<file path="config.mk">
export PLATFORM = sky130hd
export DESIGN_NAME = szis_in_queue
export DESIGN_NICKNAME = d
export VERILOG_FILES = /design/src/hdl/szis_pkg.sv /design/src/hdl/szis_in_queue.sv
export VERILOG_INCLUDE_DIRS = /design/src /design/src/hdl
export SDC_FILE = /design/constraint.sdc
export NUM_CORES = 1
export LEC_CHECK = 0
export ABC_AREA = 1
export BUFFER_PORTS_ARGS = -buffer_cell sky130_fd_sc_hd__buf_2
export CAP_MARGIN = 20
export CORE_ASPECT_RATIO = 0.8
export CORE_MARGIN = 3
export CORE_UTILIZATION = 45
export CTS_CLUSTER_DIAMETER = 200
export CTS_CLUSTER_SIZE = 16
export DETAILED_ROUTE_END_ITERATION = 7
export PLACE_DENSITY = 0.74
export SYNTH_ARGS = -nofsm -noshare
export SYNTH_HDL_FRONTEND = slang
export SYNTH_SLANG_ARGS = --single-unit
</file>
<file path="constraint.sdc">
create_clock -name clk -period 3.8 [get_ports clk]
set_clock_uncertainty 0.2 [all_clocks]
set_input_delay 0.19 -clock clk [delete_from_list [all_inputs] [get_ports clk]]
set_output_delay 0.19 -clock clk [all_outputs]
set_load 0.01 [all_outputs]
</file>
<file path="src/hdl/stable_zorder_insertion_sort_core_macros.svh">
// ----------------------------------------------------------------------------
// Stable z-order insertion sort: assertion macros
// Shared property wrappers; each expects clk and rst_n in scope.
// ----------------------------------------------------------------------------
`ifndef STABLE_ZORDER_INSERTION_SORT_CORE_MACROS_SVH
`define STABLE_ZORDER_INSERTION_SORT_CORE_MACROS_SVH

// Consequent must hold in the same cycle as the antecedent.
`define SZIS_ASSERT_NOW(lbl, ante, cons, msg) \
  lbl: assert property (@(posedge clk) disable iff (!rst_n) (ante) |-> (cons)) \
    else $error(msg);

// Consequent must hold in the cycle after the antecedent.
`define SZIS_ASSERT_NEXT(lbl, ante, cons, msg) \
  lbl: assert property (@(posedge clk) disable iff (!rst_n) (ante) |=> (cons)) \
    else $error(msg);

`endif

</file>
<file path="src/hdl/szis_pkg.sv">
// ----------------------------------------------------------------------------
// Stable z-order insertion sort: package
// Item types, sizes and controller states shared by all modules.
// ----------------------------------------------------------------------------
package szis_pkg;

  localparam int MAX_ITEMS = 64;
  localparam int CNT_W     = $clog2(MAX_ITEMS + 1);

  localparam int Q_DEPTH = 2;
  localparam int Q_PTR_W = $clog2(Q_DEPTH);
  localparam int Q_CNT_W = $clog2(Q_DEPTH + 1);

  typedef struct packed {
    logic [15:0]        item_id;
    logic signed [31:0] depth_key;
    logic               last_item;
  } in_item_t;

  typedef struct packed {
    logic [15:0]        sorted_id;
    logic signed [31:0] sorted_key;
    logic               end_of_list;
    logic               overflow;
  } out_item_t;

  typedef enum logic {
    ST_LOAD,
    ST_DRAIN
  } szis_state_t;

endpackage

</file>
<file path="src/hdl/szis_in_queue.sv">
// ----------------------------------------------------------------------------
// Stable z-order insertion sort: input queue
// Front end: takes input beats and holds them until the sorter is ready.
// ----------------------------------------------------------------------------
`include "stable_zorder_insertion_sort_core_macros.svh"

module szis_in_queue (
  input  logic               clk,
  input  logic               rst_n,
  input  logic               push,
  output logic               full,
  input  szis_pkg::in_item_t in_item,
  output logic               q_valid,
  input  logic               q_pop,
  output szis_pkg::in_item_t q_item
);
  import szis_pkg::*;

  in_item_t           slot_r [Q_DEPTH];
  logic [Q_PTR_W-1:0] wr_ptr_r, wr_ptr_nxt;
  logic [Q_PTR_W-1:0] rd_ptr_r, rd_ptr_nxt;
  logic [Q_CNT_W-1:0] cnt_r, cnt_nxt;
  logic               do_push, do_pop;

  assign full    = (cnt_r == Q_CNT_W'(Q_DEPTH));
  assign q_valid = (cnt_r != '0);
  assign q_item  = slot_r[rd_ptr_r];
  assign do_push = push && !full;
  assign do_pop  = q_pop && q_valid;

  always_comb begin
    wr_ptr_nxt = do_push ? wr_ptr_r + 1'b1 : wr_ptr_r;
    rd_ptr_nxt = do_pop ? rd_ptr_r + 1'b1 : rd_ptr_r;
    cnt_nxt    = cnt_r;
    if (do_push && !do_pop) begin
      cnt_nxt = cnt_r + 1'b1;
    end else if (do_pop && !do_push) begin
      cnt_nxt = cnt_r - 1'b1;
    end
  end

  always_ff @(posedge clk) begin
    if (!rst_n) begin
      wr_ptr_r <= '0;
      rd_ptr_r <= '0;
      cnt_r    <= '0;
    end else begin
      wr_ptr_r <= wr_ptr_nxt;
      rd_ptr_r <= rd_ptr_nxt;
      cnt_r    <= cnt_nxt;
    end
  end

  always_ff @(posedge clk) begin
    if (do_push) begin
      slot_r[wr_ptr_r] <= in_item;
    end
  end

  `SZIS_ASSERT_NOW(a_q_occupancy, 1'b1, cnt_r <= Q_CNT_W'(Q_DEPTH), "queue over capacity")
  `SZIS_ASSERT_NOW(a_q_no_underrun, q_pop, cnt_r != '0, "pop from empty queue")
  `SZIS_ASSERT_NEXT(a_q_fill, do_push && !do_pop, cnt_r == $past(cnt_r) + 1'b1, "lost beat")

endmodule

</file>
==> After elaboration in Yosys (flattened, before gate mapping) <==
Memory sizes are Yosys's and may differ from the RTL's. A register that Yosys moved wholly into a read port is not among the register bits.
Cells that the tools add are included.
W data, S select, Z words.
{ "word_totals": {"regBits": 4, "latchBits": 0, "ram_bits": 98, "rom_bits": 0, "wordCells": 24, "n_memories": 1} }
{ "op_classes": {"n_addsub": 4, "n_mul": 0, "div": 0, "n_lt_le_gt_ge": 0, "eq_ne": 1, "shift": 0, "mux": 6, "bitwise_logic": 0, "reduce_logical": 9} }
{ "mem_list": {"columns": ["name", "depth", "width", "rd", "rd_clocked_by_memory_dff", "wr", "line_no", "rtl"], "rows": [
  ["slot_r", 2, 49, 1, 1, 1, "szis_in_queue.sv:19", "in_item_t slot_r [Q_DEPTH];"]
]} }
{ "ops": {"columns": ["op", "count"], "rows": [
  ["$logic_and A1 B1 Y1", 4],
  ["$mux W1", 4],
  ["$mux W2", 2],
  ["$reduce_bool A2 Y1", 2],
  ["$logic_not A1 Y1", 3],
  ["$add A1 B1 Y1 const B", 2],
  ["$add A2 B1 Y2 const B", 1],
  ["$eq A2 B2 Y1 const B", 1],
  ["$sub A2 B1 Y2 const B", 1]
]} }

==> Depth between registers and ports, before layout <==
Gate-level depths: netlist (run 1).
{ "logic_depth": {"word_depth": 7, "ltp_mapped": 10} }

==> Worst setup path after synthesis (run 1) <==
OpenSTA, ideal clock, no wires.
{ "synth_path": {"path_kind": "flip-flop to flip-flop", "startpoint": "register cnt_r[1]", "endpoint": "memory slot_r[0][0] in the netlist's numbering, enable pin", "setup_ns": 0.456, "t_arrival_ns": 2.564, "required_ns": 3.144, "path_slack_ns": 0.581, "stages_incl_launch_ff": 4, "path_buffers": 0, "synth_period_minus_slack_ns": 3.219, "cell_sequence": "dfxtp_1 -> inv_1 -> o21ai_1 -> nor2_1"} }
{ "synth_via": {"elab_chain_cells": 5} }
{ "synth_rtl": {"columns": ["item", "line_no", "rtl"], "rows": [
  ["start: declaration", "szis_in_queue.sv:22", "logic [Q_CNT_W-1:0] cnt_r, cnt_nxt;"],
  ["start signal: assignment", "szis_in_queue.sv:50", "cnt_r <= cnt_nxt;"],
  ["$eq A2 B2 Y1", "szis_in_queue.sv:25", "assign full = (cnt_r == Q_CNT_W'(Q_DEPTH));"],
  ["$logic_not A1 Y1", "szis_in_queue.sv:28", "assign do_push = push && !full;"],
  ["$logic_and A1 B1 Y1", "szis_in_queue.sv:28", null],
  ["$mux W1", "szis_in_queue.sv:55", "if (do_push) begin"],
  ["$mux W1 (not written as such)", "szis_in_queue.sv:56", "slot_r[wr_ptr_r] <= in_item;"],
  ["end: declaration", "szis_in_queue.sv:19", null]
]} }
Every way passes these cells.

==> results.sh, run 1 <==
export IMPL_syn_nets=243
export IMPL_antenna_found_initial=0
export IMPL_cts_sinks=103
export IMPL_yosys_top_cells_area="edfxtp_1 (77%), mux2_2 (11%), mux2_4 (3.9%)"
export IMPL_route_detailed_drc=0
export IMPL_slew_headroom_pct=31.7
export IMPL_power_share_clock_pct=23.2
export IMPL_totalWireLength_um=7040
export IMPL_yosysWarningCount=0
export IMPL_rsz0062_at_grt="no"
export IMPL_hp_class="input pin to flip-flop"
export IMPL_drv_slew=0
export IMPL_synth_main_ff_cell="edfxtp_1"
export IMPL_grt_pass1_wl_um=10300
export IMPL_total_power_mw=2.94
export IMPL_gp_congestion=0.795
export IMPL_path_clk_slew_ns=0.09
export IMPL_root_buffer="clkbuf_8"
export IMPL_placementRows=29
export IMPL_synth_top_area_share_pct=77.0
export IMPL_fmax_mhz=384
export IMPL_seqPwrFrac_pct=51.9
export IMPL_cts_tree="built"
export IMPL_first_global_vias=2141
export IMPL_final_period_minus_worst_setup_slack_ns=2.60
export IMPL_synth_most_common_cell="edfxtp_1"
export IMPL_syn_avg_cell_area_um2=20.2
export IMPL_synth_commonest_cells="edfxtp_1 (98), mux2_2 (39), mux2_4 (10)"
export IMPL_multi_input_area_um2=716
export IMPL_dieArea_um2=9640
export IMPL_leakage_nw=2.00
export IMPL_ir_worst_vdd_mv=0.403
export IMPL_cts_buffers=9
export IMPL_clk_latency_ns=0.36
export IMPL_r2r_slack_ns=1.57
export IMPL_switchingPower_uw=827
export IMPL_holdPathStages=4
export IMPL_coreArea_um2=8090
export IMPL_drive_gt1_share_pct=49.2
export IMPL_crit_path_end_kind="output port"
export IMPL_intPower_mw=2.12
export IMPL_syn_area_um2=3820
export IMPL_crit_path_max_fanout=42
export IMPL_seqCellArea_um2=3040
export IMPL_outcome="completed"
export IMPL_ys_ff_latch=103
export IMPL_nets=407
export IMPL_boundaryPins=104
export IMPL_cap_violations=0
export IMPL_final_antenna_net_count=0
export IMPL_crit_slowest_cell="dfxtp_2"
export IMPL_antenna_cells=0
export IMPL_reg2reg_to="slot_r[0][27]$_DFFE_PP_"
export IMPL_async_flop_share_pct=0
export IMPL_critPathMaxStageDelay_ns=1.02
export IMPL_yosys_area_top_type="edfxtp_1"
export IMPL_fin_setup_tns_ns=0
export IMPL_drtIter0Drc=82
export IMPL_yosysSeqAreaShare_pct=79.6
export IMPL_startpoint_type="flip-flop"
export IMPL_routedWlPerCell_um=15.1
export IMPL_path_class="flip-flop to output port"
export IMPL_port_buffers=103
export IMPL_min_period_over_period_pct=68.5
export IMPL_die_y_um=88.4
export IMPL_grt_use_total_pct=14.5
export IMPL_grt_max_degree=43
export IMPL_p_per_area_nw_per_um2=568
export IMPL_area_growth_pct=35.6
export IMPL_synth_cell_types=17
export IMPL_critPathArrivalTime_ns=2.21
export IMPL_worstHoldStart="q_pop"
export IMPL_dpl_hpwl_um=4670
export IMPL_dr_pass1_iters=4
export IMPL_combPwrFrac_pct=24.9
export IMPL_netlist_instances=189
export IMPL_cp_top_family="flip-flops"
export IMPL_cp_required_ns=3.41
export IMPL_hold_violations=0
export IMPL_r2r_start="cnt_r[1]$_SDFFE_PN0P_"
export IMPL_h_tree_depth=3
export IMPL_initial_core_util_pct=47.2
export IMPL_overflow=0
export IMPL_cts_path_max_buffers=2
export IMPL_n_fill_cell=589
export IMPL_tightest_slew_ns=1.03
export IMPL_viasPerCell=4.65
export IMPL_path_cells="buf_4 -> mux2_2 -> buf_2"
export IMPL_cp_num_buf_inv=2
export IMPL_synth_edf_count=98
export IMPL_vias=2169
export IMPL_switching_share_pct=28.1
export IMPL_setup_violations=0
export IMPL_die_w_um=109
export IMPL_worstRegToRegCells=4
-- worst register-to-register path, stage by stage (launching register included) --
cell and delay [ns]:
dfxtp_1 0.34, inv_1 0.11, o21ai_1 0.18, nor2_4 0.75, buf_4 0.36
-- power by group through the flow --
| stage | clock network (mW) | registers, mW | logic, mW |
|---|---|---|---|
| after floorplan | 0 | 1.50 | 0.487 |
| final | 0.684 | 1.53 | 0.734 |
| after detailed placement | 0 | 1.56 | 0.697 |
| after global routing | 0.739 | 1.55 | 0.801 |
| after CTS | 0.702 | 1.53 | 0.741 |
| after global placement | 0 | 1.55 | 0.687 |
-- routing by layer --
metal | vias to the layer above | track usage [%] | share of wire (%)
li1 | 1047 | - | -
met1 | 1020 | 20.5 | 47
met2 | 92 | 20.8 | 43
met3 | 10 | 5.91 | 8.8
met4 | 0 | 4.47 | 0.97
met5 | - | 0 | 0
-- timing repair --
item                                    in CTS  in global routing
hold buffers                                50                  0
gates resized for setup                      0                  0
endpoints found under the setup margin       0                  0
endpoints found under the hold margin      103                  0
setup buffers                                0                  0
-- layout by cell type (no fill, tap or decap) --
cell type	n
inv_6	2
o21ai_0	2
nor2_1	7
dlygate4sd3_1	50
bufinv_16	1
mux2_4	10
buf_2	103
o21ai_1	1
nand3_1	1
nand4_1	1
o21a_1	1
nand2_1	7
dfxtp_1	4
buf_4	5
edfxtp_1	98
clkinv_4	2
a21oi_1	1
ha_1	1
clkinvlp_4	2
mux2_2	39
dfxtp_2	1
clkbuf_8	9
inv_1	8
nor2_4	2
-- final cells by class --
class,instances,area share [%]
repair buffers,158,20.3
flip-flops and latches,103,58.7
well taps,108,2.61
multi-input cells,73,13.8
inverters,8,0.579
clock buffers,9,2.39
clock inverters,7,1.55
-- worst max path at each step --
stage / cells past startpoint / endpoint / slack (ns) / from
final: 3 / q_item[48] / 1.20 / flip-flop
after global placement: 3 / q_item[38] / 1.56 / flip-flop
after global routing: 3 / q_item[48] / 1.04 / flip-flop
after floorplan: 3 / slot_r[0][0]$_DFFE_PP_ / 0.58 / cnt_r[1]$_SDFFE_PN0P_
after detailed placement: 3 / q_item[48] / 1.56 / flip-flop
after CTS: 3 / q_item[48] / 1.14 / flip-flop
-- flip-flops by register name (all words and copies together) (netlist names), named ones only --
signal	count
slot_r	98
cnt_r	2
rd_ptr_r	1
wr_ptr_r	1
-- kinds of logic after synthesis --
logic type | Yosys count | share of synthesized area (%)
AND/OR/NAND/NOR | 18 | 1.87
buffers and inverters | 13 | 2.06
multiplexers | 49 | 15.4
adder cells (fa/ha/maj) | 1 | 0.327
flip-flops | 103 | 79.6
AO/OA/AOI/OAI | 5 | 0.720
-- through the flow --
| step | cell area, µm² | utilization (%) | std cells | hold slack [ns] | worst slack [ns] |
|---|---|---|---|---|---|
| after floorplan | 3820 | - | 189 | 0.0889 | 0.581 |
| after global routing | 5180 | 64.0 | 466 | 0.0923 | 1.04 |
| after CTS | 5180 | 64.0 | 466 | 0.0477 | 1.14 |
| after global placement | 4480 | 55.3 | 400 | 0.178 | 1.56 |
| final | 5180 | 64.0 | 466 | 0.0744 | 1.20 |
| after detailed placement | 4480 | 55.3 | 400 | 0.181 | 1.56 |
(Power assumes the default switching activity.)
==> run 2, diff against run 1 <==
ABC_AREA = 0   (was 1)
PLACE_DENSITY = 0.77   (was 0.74)
clock period = 2.1 ns   (was 3.8 ns; I/O delays follow)
==> results.sh, run 2 <==
export IMPL_grt_use_total_pct=14.8
export IMPL_cts_buffers=9
export IMPL_final_common_cell="buf_2"
export IMPL_cp_num_buf_inv=2
export IMPL_final_period_minus_worst_setup_slack_ns=1.99
export IMPL_cts_sinks=103
export IMPL_grt_pass1_wl_um=10600
export IMPL_drive_gt1_share_pct=49.0
export IMPL_dpl_hpwl_um=4380
export IMPL_root_buffer="clkbuf_8"
export IMPL_crit_slowest_cell="dfxtp_2"
export IMPL_synth_main_ff_cell="edfxtp_1"
export IMPL_h_tree_depth=3
export IMPL_vias=2116
export IMPL_hold_violations=0
export IMPL_p_per_area_nw_per_um2=1030
export IMPL_seqPwrFrac_pct=50.5
export IMPL_cp_required_ns=1.79
export IMPL_stdcell_area_um2=5180
export IMPL_startpoint_type="flip-flop"
export IMPL_dieArea_um2=9510
export IMPL_viasPerCell=4.63
export IMPL_critPathMaxStageDelay_ns=0.56
export IMPL_overflow=0
export IMPL_critPathArrivalTime_ns=1.68
export IMPL_reg_top3="slot_r x98, cnt_r x2"
export IMPL_setup_violations=0
export IMPL_cts_resized=0
export IMPL_synthMuxAreaShare_pct=14.7
export IMPL_leakage_nw=1.97
export IMPL_ir_worst_vdd_mv=0.589
export IMPL_path_class="flip-flop to output port"
export IMPL_hp_class="input pin to flip-flop"
export IMPL_die_w_um=108
export IMPL_yosys_top_cells_area="edfxtp_1 (78%), mux2_2 (12%), mux2_1 (3.0%)"
export IMPL_postCtsHoldBufs=51
export IMPL_nets=398
export IMPL_antenna_found_initial=0
export IMPL_regMostFlops="slot_r"
export IMPL_placementRows=29
export IMPL_totalWireLength_um=6990
export IMPL_synth_top_family_by_area="multiplexers"
export IMPL_netlist_instances=177
export IMPL_dr_pass1_iters=4
export IMPL_synth_xor_area_share_pct=0.698
export IMPL_crit_path_end_kind="output port"
export IMPL_fmax_mhz=503
export IMPL_crit_path_max_fanout=14
export IMPL_syn_nets=231
export IMPL_port_buffers=103
export IMPL_async_flop_share_pct=0
export IMPL_synth_top_area_share_pct=78.2
export IMPL_switching_share_pct=28.2
export IMPL_synth_cell_types=24
export IMPL_tightest_slew_ns=0.358
export IMPL_boundaryPins=104
export IMPL_slew_headroom_pct=76.1
export IMPL_whs_ns=0.0478
export IMPL_combPwrFrac_pct=28.5
export IMPL_synth_fa_ha_area_share_pct=0.332
export IMPL_path_cells="buf_4 -> mux2_2 -> buf_2"
export IMPL_layout_common_cells="buf_2 (103), edfxtp_1 (98), dlygate4sd3_1 (51), mux2_2 (39)"
export IMPL_final_util_pct=64.6
export IMPL_ys_ff_latch=103
export IMPL_route_detailed_drc=0
export IMPL_yosys_area_top_type="edfxtp_1"
export IMPL_total_power_mw=5.34
export IMPL_intPower_mw=3.84
export IMPL_fin_setup_tns_ns=0
export IMPL_syn_avg_cell_area_um2=21.3
export IMPL_area_growth_pct=37.7
export IMPL_synth_edf_count=98
export IMPL_power_share_clock_pct=21.0
export IMPL_cts_setup_buffers=0
export IMPL_synth_most_common_cell="edfxtp_1"
export IMPL_yosysWarningCount=0
export IMPL_largest_register_ffs=98
export IMPL_cts_path_max_buffers=2
export IMPL_antenna_cells=0
export IMPL_gp_congestion=0.673
export IMPL_syn_area_um2=3760
export IMPL_path_clk_slew_ns=0.09
export IMPL_cts_tree="built"
export IMPL_drtIter0Drc=54
export IMPL_initial_core_util_pct=46.9
export IMPL_drv_slew=0
export IMPL_synth_compound_area_share_pct=0.864
export IMPL_outcome="completed"
export IMPL_first_global_vias=2178
export IMPL_coreArea_um2=8020
export IMPL_min_period_over_period_pct=94.7
export IMPL_synthSimpleGateAreaFrac_pct=1.53
export IMPL_place_area_um2=4490
export IMPL_cap_violations=0
export IMPL_synth_commonest_cells="edfxtp_1 (98), mux2_2 (39), mux2_1 (10)"
export IMPL_cp_top_family="flip-flops"
export IMPL_die_y_um=87.8
export IMPL_yosysSeqAreaShare_pct=80.8
export IMPL_routedWlPerCell_um=15.3
export IMPL_rsz0062_at_grt="no"
export IMPL_switchingPower_mw=1.51
export IMPL_grt_max_degree=32
export IMPL_final_antenna_net_count=0
export IMPL_clk_latency_ns=0.35
## run 2: kinds of logic after synthesis
logic type                 after synthesis
DFF                                    103
muxes                                   49
and+or+nand+nor                          9
buffers and inverters                    7
AOI/OAI and AO/OA                        5
xor gates and xnor gates                 3
adders and majority gates                1
## run 2: final timing paths
kind,cells after the start,from,slack (ns),to
max,3,flip-flop,0.11,q_item[47]
min,4,q_pop,0.05,flip-flop
max reg2reg,6,cnt_r[1]$_SDFFE_PN0P_,0.38,cnt_r[1]$_SDFFE_PN0P_
min reg2reg,2,cnt_r[1]$_SDFFE_PN0P_,0.37,cnt_r[1]$_SDFFE_PN0P_
## run 2: worst register-to-register path, delay by kind of cell (launching register included)
kind,cells,cell delay [ns]
DFF,1,0.44
adders and majority gates,1,0.33
and+or+nand+nor,3,0.48
buffers and inverters,1,0.07
AOI/OAI and AO/OA,1,0.14
## run 2: through the flow
| step | instances | setup slack [ns] |
|---|---|---|
| 2_1_floorplan | 177 | -0.289 |
| 3_3_place_gp | 390 | 0.438 |
| 3_5_place_dp | 390 | 0.394 |
| 4_1_cts | 457 | 0.0851 |
| 5_1_grt | 457 | 0.0179 |
| 6_report | 457 | 0.111 |
## run 2: power by group through the flow
stage                     clock [mW]  sequential (mW)  combinational (mW)
final                           1.12             2.70                1.52
after global routing            1.26             2.73                1.65
after CTS                       1.17             2.70                1.54
after detailed placement           0             2.75                1.46
after global placement             0             2.73                1.45
after floorplan                    0             2.69               0.932
## run 2: layout make-up
cell class | instances | area (µm²)
flip-flops and latches | 103 | 3050
fillers | 552 | 2840
inverters | 2 | 10.0
clock inverters | 5 | 40.0
well taps | 108 | 135
multi-input cells | 67 | 696
clock buffers | 11 | 141
repair buffers | 161 | 1120
## run 2: metal layers
metal  vias to the layer above  GRT usage (%)  routed length [µm]
li1                       1025              -                   -
met4                         0           4.13                  55
met2                        82           26.0                3470
met3                         7           5.23                 552
met5                         -              0                   0
met1                      1002           17.4                2910
==> run 3, diff against run 2 <==
CORE_ASPECT_RATIO = 2   (was 0.8)
==> results.sh, run 3 (synthesis gave the netlist of run 2 again) <==
export IMPL_route_detailed_drc=0
export IMPL_hp_class="input pin to flip-flop"
export IMPL_die_y_um=135
export IMPL_cts_sinks=103
export IMPL_hold_violations=0
export IMPL_drtIter0Drc=94
export IMPL_fmax_mhz=510
export IMPL_cts_buffers=9
export IMPL_leakage_nw=1.99
export IMPL_area_growth_pct=38.5
export IMPL_cts_path_max_buffers=2
export IMPL_h_tree_depth=3
export IMPL_reg_top3="slot_r x98, cnt_r x2"
export IMPL_crit_path_end_kind="flip-flop"
export IMPL_stdcell_area_um2=5210
export IMPL_dieArea_um2=9570
export IMPL_grt_max_degree=37
export IMPL_wl_met1_um=2450
export IMPL_first_global_vias=2469
export IMPL_outcome="completed"
export IMPL_worstHoldStart="q_pop"
export IMPL_crit_slowest_cell="dlygate4sd3_1"
export IMPL_initial_core_util_pct=46.7
export IMPL_r2r_start="cnt_r[0]$_SDFFE_PN0P_"
export IMPL_routed_top_layer="met4"
export IMPL_wl_met3_um=333
export IMPL_drive_gt1_share_pct=48.0
export IMPL_totalWireLength_um=7480
export IMPL_path_class="flip-flop to flip-flop"
export IMPL_p_per_area_nw_per_um2=1080
export IMPL_antenna_found_initial=0
export IMPL_viasPerCell=4.83
export IMPL_dr_pass1_iters=5
export IMPL_dp_cells=377
export IMPL_regMostFlops="slot_r"
export IMPL_setup_violations=0
export IMPL_final_period_minus_worst_setup_slack_ns=1.96
export IMPL_die_w_um=70.7
export IMPL_boundaryPins=104
export IMPL_layout_common_cells="buf_2 (103), edfxtp_1 (98), dlygate4sd3_1 (51), mux2_2 (39), mux2_1 (10)"
export IMPL_n_fill_cell=597
export IMPL_crit_path_max_fanout=14
export IMPL_critPathMaxStageDelay_ns=0.54
export IMPL_min_period_over_period_pct=93.3
export IMPL_routedWlPerCell_um=16.8
export IMPL_ir_worst_vdd_mv=0.725
export IMPL_grt_pass1_wl_um=12000
export IMPL_startpoint="cnt_r[0]$_SDFFE_PN0P_"
export IMPL_final_common_cell="buf_2"
export IMPL_routed_wl_met2_um=4470
export IMPL_final_antenna_net_count=0
export IMPL_grt_use_total_pct=17.0
export IMPL_cp_required_ns=2.18
export IMPL_drv_slew=0
export IMPL_placementRows=46
export IMPL_vias=2144
export IMPL_largest_register_ffs=98
export IMPL_nets=397
export IMPL_cap_violations=0
export IMPL_critPathArrivalTime_ns=2.04
export IMPL_clk_latency_ns=0.34
export IMPL_overflow=0
export IMPL_port_buffers=103
export IMPL_cts_tree="built"
export IMPL_antenna_cells=0
export IMPL_cts_setup_buffers=0
export IMPL_tightest_slew_ns=0.388
export IMPL_final_cells=444
export IMPL_root_buffer="clkbuf_16"
export IMPL_startpoint_type="flip-flop"
export IMPL_coreArea_um2=8060
export IMPL_gp_congestion=0.726
export IMPL_slew_headroom_pct=74.2
export IMPL_path_cells="nand2b_4 -> inv_4 -> nor3_4 -> buf_6 -> o21a_1 -> dlygate4sd3_1"
export IMPL_place_area_um2=4440
export IMPL_rsz0062_at_grt="no"
export IMPL_dpl_hpwl_um=4910
export IMPL_final_util_pct=64.7
export IMPL_path_clk_slew_ns=0.06
[run 3: final cells by class]
| class | instances | area, µm² | area share, % |
|---|---|---|---|
| sequential | 103 | 3050 | 58.4 |
| inverter | 2 | 10.0 | 0.192 |
| clock buffer | 9 | 225 | 4.32 |
| clock inverter | 7 | 30.0 | 0.576 |
| multi-input combinational | 67 | 696 | 13.3 |
| timing repair buffer | 160 | 1090 | 20.9 |
| tap | 96 | 120 | 2.30 |
[run 3: timing repair]
| action | CTS | global route |
|---|---|---|
| hold buffers | 51 | 0 |
| hold endpoints to repair | 103 | 0 |
| setup endpoints to repair | 0 | 1 |
| gates resized for setup | 0 | 1 |
[run 3: worst max-delay path: cells and delay by family, from the launching register on]
kind | cells | cell delay, ns
buf+inv | 3 | 0.80
flops | 1 | 0.37
simple gates | 2 | 0.37
compound gates | 1 | 0.15
[run 3: stage by stage]
step	power (mW)	hold WS [ns]	setup WS, ns	TNS [ns]
floorplan	3.63	0.00387	-0.289	-14.33
CTS	5.71	0.0364	0.0954	0
global placement	4.14	0.0917	0.453	0
finish	5.64	0.0508	0.141	0
global route	5.92	0.119	0.0535	0
detailed placement	4.19	0.0966	0.406	0
[run 3: worst paths after layout]
kind | endpoint | slack [ns] | cells past startpoint
max | wr_ptr_r$_SDFFE_PN0P_ | 0.14 | 6
min | flip-flop | 0.05 | 4
max reg2reg | wr_ptr_r$_SDFFE_PN0P_ | 0.14 | 6
min reg2reg | cnt_r[1]$_SDFFE_PN0P_ | 0.37 | 2
[run 3: where the power goes]
part,switching [mW],leakage [nW],internal (mW)
Sequential,0.0868,0.957,2.59
Combinational,0.782,0.907,0.755
Clock,0.649,0.129,0.779
[run 3: metal layers]
layer  GRT usage, %  up-vias
met5              0        -
li1               -     1024
met3           4.83       15
met2           32.1       69
met4           9.62        0
met1           15.7     1036
